$ cat src/hdl/radius_weighted_average_query_top_macros.svh
// assertion helpers for the radius weighted average block
`ifndef RADIUS_WEIGHTED_AVERAGE_QUERY_TOP_MACROS_SVH
`define RADIUS_WEIGHTED_AVERAGE_QUERY_TOP_MACROS_SVH
`ifndef SYNTHESIS
`define RWA_ASSERT(label, clk, rst, prop) \
  label: assert property (@(posedge clk) disable iff (rst) prop) else $error("%m failed");
`define RWA_ASSERT_RST(label, clk, prop) \
  label: assert property (@(posedge clk) prop) else $error("%m failed");
`else
`define RWA_ASSERT(label, clk, rst, prop)
`define RWA_ASSERT_RST(label, clk, prop)
`endif
`endif

$ cat src/hdl/rwa_pkg.sv
`default_nettype none
package rwa_pkg;
  localparam int unsigned MaxElementsDefault = 1024;

  typedef enum logic [1:0] {
    ACT_CLEAR = 2'd0,
    ACT_STORE = 2'd1,
    ACT_QUERY = 2'd2,
    ACT_NONE  = 2'd3
  } action_t;

  typedef enum logic [1:0] {
    ST_INSIDE  = 2'd0,
    ST_NEAREST = 2'd1,
    ST_EMPTY   = 2'd2,
    ST_ZEROVOL = 2'd3
  } status_t;

  typedef enum logic [3:0] {
    S_INIT, S_IDLE, S_CLEAR, S_SQR, S_SCAN, S_DX, S_DY, S_DZ, S_ACC, S_DECIDE, S_BEST,
    S_DIV, S_DONE
  } state_t;

  // start and result of the divider
  typedef struct packed {
    logic        start;
    logic        neg;
    logic [63:0] num;
    logic [63:0] den;
  } div_req_t;

  typedef struct packed {
    logic        done;
    logic [31:0] quot;
  } div_rsp_t;
endpackage
`default_nettype wire

$ cat src/hdl/rwa_div.sv
`default_nettype none
`include "radius_weighted_average_query_top_macros.svh"
// restoring divider, one quotient bit per cycle: q = (num << 16) / den
module rwa_div import rwa_pkg::*; (
  input  wire logic     clk,
  input  wire logic     rst,
  input  wire div_req_t req,
  output div_rsp_t      rsp
);
  logic [6:0]  cnt;
  logic        busy;
  logic        neg;
  logic [79:0] num;
  logic [63:0] den;
  logic [64:0] rem;
  logic [79:0] quo;
  logic [64:0] trial;
  logic [64:0] shifted;
  logic        done;
  logic [31:0] quot;

  assign shifted = {rem[63:0], num[79]};
  assign trial   = shifted - {1'b0, den};

  always_ff @(posedge clk) begin
    if (rst) begin
      busy <= 1'b0;
      done <= 1'b0;
      cnt <= '0;
    end else begin
      done <= 1'b0;
      if (req.start) begin
        busy <= 1'b1;
        cnt <= 7'd80;
        num <= {req.num, 16'd0};
        den <= req.den;
        neg <= req.neg;
        rem <= '0;
        quo <= '0;
      end else if (busy) begin
        num <= {num[78:0], 1'b0};
        if (!trial[64]) begin
          rem <= trial;
          quo <= {quo[78:0], 1'b1};
        end else begin
          rem <= shifted;
          quo <= {quo[78:0], 1'b0};
        end
        cnt <= cnt - 7'd1;
        if (cnt == 7'd1) begin
          busy <= 1'b0;
          done <= 1'b1;
        end
      end
    end
  end

  // saturate the final quotient
  always_comb begin
    if (neg) begin
      if (quo[79:31] != '0) quot = 32'h8000_0000;
      else quot = 32'd0 - quo[31:0];
    end else begin
      if (quo[79:31] != '0) quot = 32'h7FFF_FFFF;
      else quot = quo[31:0];
    end
  end

  assign rsp = {done, quot};

  `RWA_ASSERT(a_no_restart, clk, rst, busy && cnt > 7'd1 |-> !req.start)
  `RWA_ASSERT_RST(a_done_idle, clk, done |-> !busy)
  `RWA_ASSERT(a_cnt_range, clk, rst, busy |-> cnt != 7'd0)
endmodule
`default_nettype wire

$ cat config.mk
export PLATFORM = sky130hd
export DESIGN_NAME = rwa_div
export DESIGN_NICKNAME = d
export VERILOG_FILES = /design/src/hdl/rwa_pkg.sv /design/src/hdl/rwa_div.sv
export VERILOG_INCLUDE_DIRS = /design/src /design/src/hdl
export SDC_FILE = /design/constraint.sdc
export NUM_CORES = 1
export LEC_CHECK = 0
export ABC_AREA = 1
export BUFFER_PORTS_ARGS = -buffer_cell sky130_fd_sc_hd__buf_4
export CAP_MARGIN = 20
export CORE_ASPECT_RATIO = 1.1
export CORE_MARGIN = 8
export CORE_UTILIZATION = 54
export CTS_CLUSTER_DIAMETER = 50
export DETAILED_ROUTE_END_ITERATION = 8
export PLACE_DENSITY = 0.77
export SKIP_CTS_REPAIR_TIMING = 1
export SLEW_MARGIN = 10
export SYNTH_ARGS = -nofsm -noshare
export SYNTH_HDL_FRONTEND = slang
export SYNTH_SLANG_ARGS = --single-unit
export TNS_END_PERCENT = 10
$ cat constraint.sdc
create_clock -name clk -period 20 [get_ports clk]
set_input_delay 1 -clock clk [delete_from_list [all_inputs] [get_ports clk]]
set_output_delay 1 -clock clk [all_outputs]
set_load 0.05 [all_outputs]
==> reports/qor.txt <==
vias per cell - 4.95
final hold violation count - 0
status - finished clean
hold depth - 2
Final Skew - 0.0176 ns
Compound-Gate Fraction of Synth Area - 4.13%
FF-to-FF End - rem[35]
worst-margin pin slew - 1.05 ns
RSZ-0062 raised after global routing - no
crit path time final - 3.92 ns
CP Class - reg -> out
clock sink total - 282
Crit path max-delay family - simple AND/OR/NAND/NOR gates
Area Overhead vs Synth - 14.6%
# IOs - 165
Clock transition at path regs - 0.06 ns
reg2reg setup slack - 16.77 ns
IO Port Bufs - 164
Yosys cell types - 39
Vias - 16080
Final TNS setup - 0 ns
drt first pass iters - 8
Initial Util - 54.3%
number of CTS-inserted buffers - 34
crit-path max FO - 5
Slew Limit Fails - 0
Ys Warns - 0
Fmax - 255 MHz
Max VDD drop - 0.0849 mV
first-pass GRT wire length - 79500 um
die extent in x - 194 um
async set-reset flop share out of synthesis - 0%
Die Area - 41200 sq um
post-synthesis instance total - 2628
Main synth FF type - edfxtp_1
pwr dens - 92.7 nW/um^2
sequential area share after synthesis - 44.4%
fraction of layout cells with a size suffix above 1 - 9.84%
Hold Path End - num[77]
core area - 34800 sq um
critical path's largest stage delay - 0.54 ns
worst hold path type - reg -> reg
final period utilization - 19.6%
worst r2r path cells - 18
Bufs and invs on worst path - 3
Mapped Nets - 2828
DRC violations left - 0
critical path cell sequence - nor3_1 > inv_1 > nor2_1 > nand2_1 > nor2_1 > xor2_1 > o21ai_0 > inv_1 > buf_4
DR iter-0 viols - 1098
Die Span Y - 212 um
multiplexer share of the synthesized area - 0%
dominant combinational cell family by area after synthesis - simple AND/OR/NAND/NOR gates
final setup violation count - 0
clk_lat worst skew - 0.53 ns
Util after Layout - 62.2%
CP Capture Type - primary output
num rows - 72
Critical Path Start - quo[0]
RePlAce Congestion - 0.994
syn avg cell area - 7.18 sq um
H-tree depth - 2
Slowest-stage cell, CP - nor3_1
Routed WL per cell - 15.2 um
Post-synth EDFFs - 273
HP Start - num[76]
nets - 2980
fraction of the mapped netlist area in adder cells - 4.55%
post-DP HPWL - 38300 um
Max-Cap Viols - 0
TritonCTS clock tree - yes
Root Driver - clkbuf_16
Global Route Usage Sum - 23.8%
relative max-transition margin - 30.0%
worst r2r src - den[0]
synthesized flop and latch total - 282
Syn Std Cell Area - 18900 sq um
grt total ovfl - 0
simple-gate area share of the yosys netlist - 32.2%
Static Leak - 11.1 nW
largest net degree at the start of global routing - 99
XOR/XNOR share of the synthesized area - 2.97%
drt total wl - 49500 um
crit start category - register
Worst EP arrival - 2.92 ns
CP Data Required Time - 19.00 ns
Fill cells - 3177
DRT antenna net count - 0
vias in the first global route - 15874
initial antenna violation count - 0
clk buf depth - 3
ant diodes - 0
-- per-stage QoR --
step	std cells	power (mW)	area, sq um	setup slack [ns]	hold WS, ns
2_1_floorplan	2628	1.25	18900	3.26	0.476
3_5_place_dp	3188	1.40	20500	16.03	0.501
6_report	3250	2.01	21600	16.08	0.510
5_1_grt	3250	2.13	21600	15.78	0.537
3_3_place_gp	3187	1.39	20500	16.11	0.486
4_1_cts	3250	2.02	21600	16.07	0.512
-- layout by cell type (no fill, tap or decap), types with 2 or more instances in the layout --
| cell | netlist | layout |
|---|---|---|
| a21oi_1 | 56 | 56 |
| and3_1 | 2 | 2 |
| nand3b_1 | 15 | 15 |
| o21ai_0 | 38 | 37 |
| clkbuf_8 | 0 | 2 |
| inv_1 | 508 | 508 |
| clkinv_8 | 0 | 2 |
| nor2_2 | 16 | 16 |
| nor3_1 | 23 | 23 |
| nand2_2 | 8 | 8 |
| nor4_1 | 10 | 10 |
| dfxtp_1 | 9 | 9 |
| nand2_4 | 5 | 5 |
| nand4_1 | 31 | 31 |
| nor2_1 | 333 | 332 |
| xor2_1 | 64 | 64 |
| nand3_1 | 79 | 79 |
| inv_2 | 12 | 12 |
| clkinv_4 | 0 | 4 |
| clkinv_2 | 0 | 5 |
| ha_1 | 67 | 67 |
| clkbuf_1 | 32 | 7 |
| nand2_1 | 969 | 969 |
| a21oi_2 | 2 | 2 |
| nor2_4 | 4 | 5 |
| o21bai_1 | 10 | 10 |
| edfxtp_1 | 273 | 273 |
| clkbuf_16 | 0 | 37 |
| clkinv_1 | 3 | 5 |
| nor3b_1 | 2 | 2 |
| o31ai_1 | 25 | 25 |
| buf_4 | 6 | 171 |
-- worst reg2reg max path: cells and delay by family (launching register included) --
family	cells	cell delay, ns
buf+inv	1	0.13
simple gates	15	1.79
fa+ha+maj	2	0.65
flops	1	0.40
-- report_power, final --
part	internal (mW)	total [mW]	switching [mW]
logic	0.203	0.637	0.434
clock network	0.363	0.609	0.246
registers	0.731	0.760	0.0291
total	1.30	2.01	0.709
-- state kept, by name (all words and copies together) (netlist names) --
| signal | cells |
|---|---|
| neg | 1 |
| cnt | 7 |
| done | 1 |
| rem | 64 |
| den | 64 |
| busy | 1 |
| quo | 80 |
| num | 64 |
-- final cells by class --
class / count / area, sq um / share of cell area, %
clock buffer: 46 / 980 / 4.53
clock inverter: 16 / 164 / 0.757
inverter: 523 / 1970 / 9.08
multi-input combinational: 1767 / 8290 / 38.3
sequential: 282 / 8380 / 38.7
tap: 444 / 556 / 2.57
timing repair buffer: 172 / 1310 / 6.06
-- logic make-up after synthesis --
group	count (synthesis)
AND/OR/NAND/NOR	1500
flip-flops	282
XOR/XNOR	64
buffers and inverters	579
AO/OA/AOI/OAI	135
adder cells (fa/ha/maj)	68
-- worst max path at each step --
| stage | endpoint | slack [ns] | cells after the start |
|---|---|---|---|
| 6_report | rsp[31] | 16.08 | 9 |
| 5_1_grt | rsp[30] | 15.78 | 10 |
| 4_1_cts | rsp[30] | 16.07 | 10 |
| 3_5_place_dp | rem[29] | 16.03 | 5 |
| 3_3_place_gp | rem[29] | 16.11 | 5 |
| 2_1_floorplan | num[16] | 3.26 | 2 |
-- per-layer routing --
metal	GRT usage, %	vias to the layer above	share of wire [%]
met1	28.7	7176	43
met3	3.67	98	4.8
met5	0	-	0
li1	-	8393	-
met2	42.2	413	48
met4	9.80	0	3.9
-- Yosys cell counts, types with 2 or more instances --
library cell / instances / area, sq um
a21oi_1: 56 / 280
a21oi_2: 2 / 17.5
and3_1: 2 / 12.5
buf_1: 10 / 37.5
buf_2: 6 / 30.0
buf_4: 6 / 45.0
clkbuf_1: 32 / 120
clkinv_1: 3 / 11.3
dfxtp_1: 9 / 180
edfxtp_1: 273 / 8200
ha_1: 67 / 838
inv_1: 508 / 1910
inv_2: 12 / 45.0
nand2_1: 969 / 3640
nand2_2: 8 / 50.1
nand2_4: 5 / 56.3
nand3_1: 79 / 395
nand3b_1: 15 / 113
nand4_1: 31 / 194
nor2_1: 333 / 1250
nor2_2: 16 / 100
nor2_4: 4 / 45.0
nor3_1: 23 / 115
nor3b_1: 2 / 15.0
nor4_1: 10 / 62.6
o21ai_0: 38 / 190
o21bai_1: 10 / 75.1
o31ai_1: 25 / 188
xor2_1: 64 / 561
(Power assumes the default switching activity.)
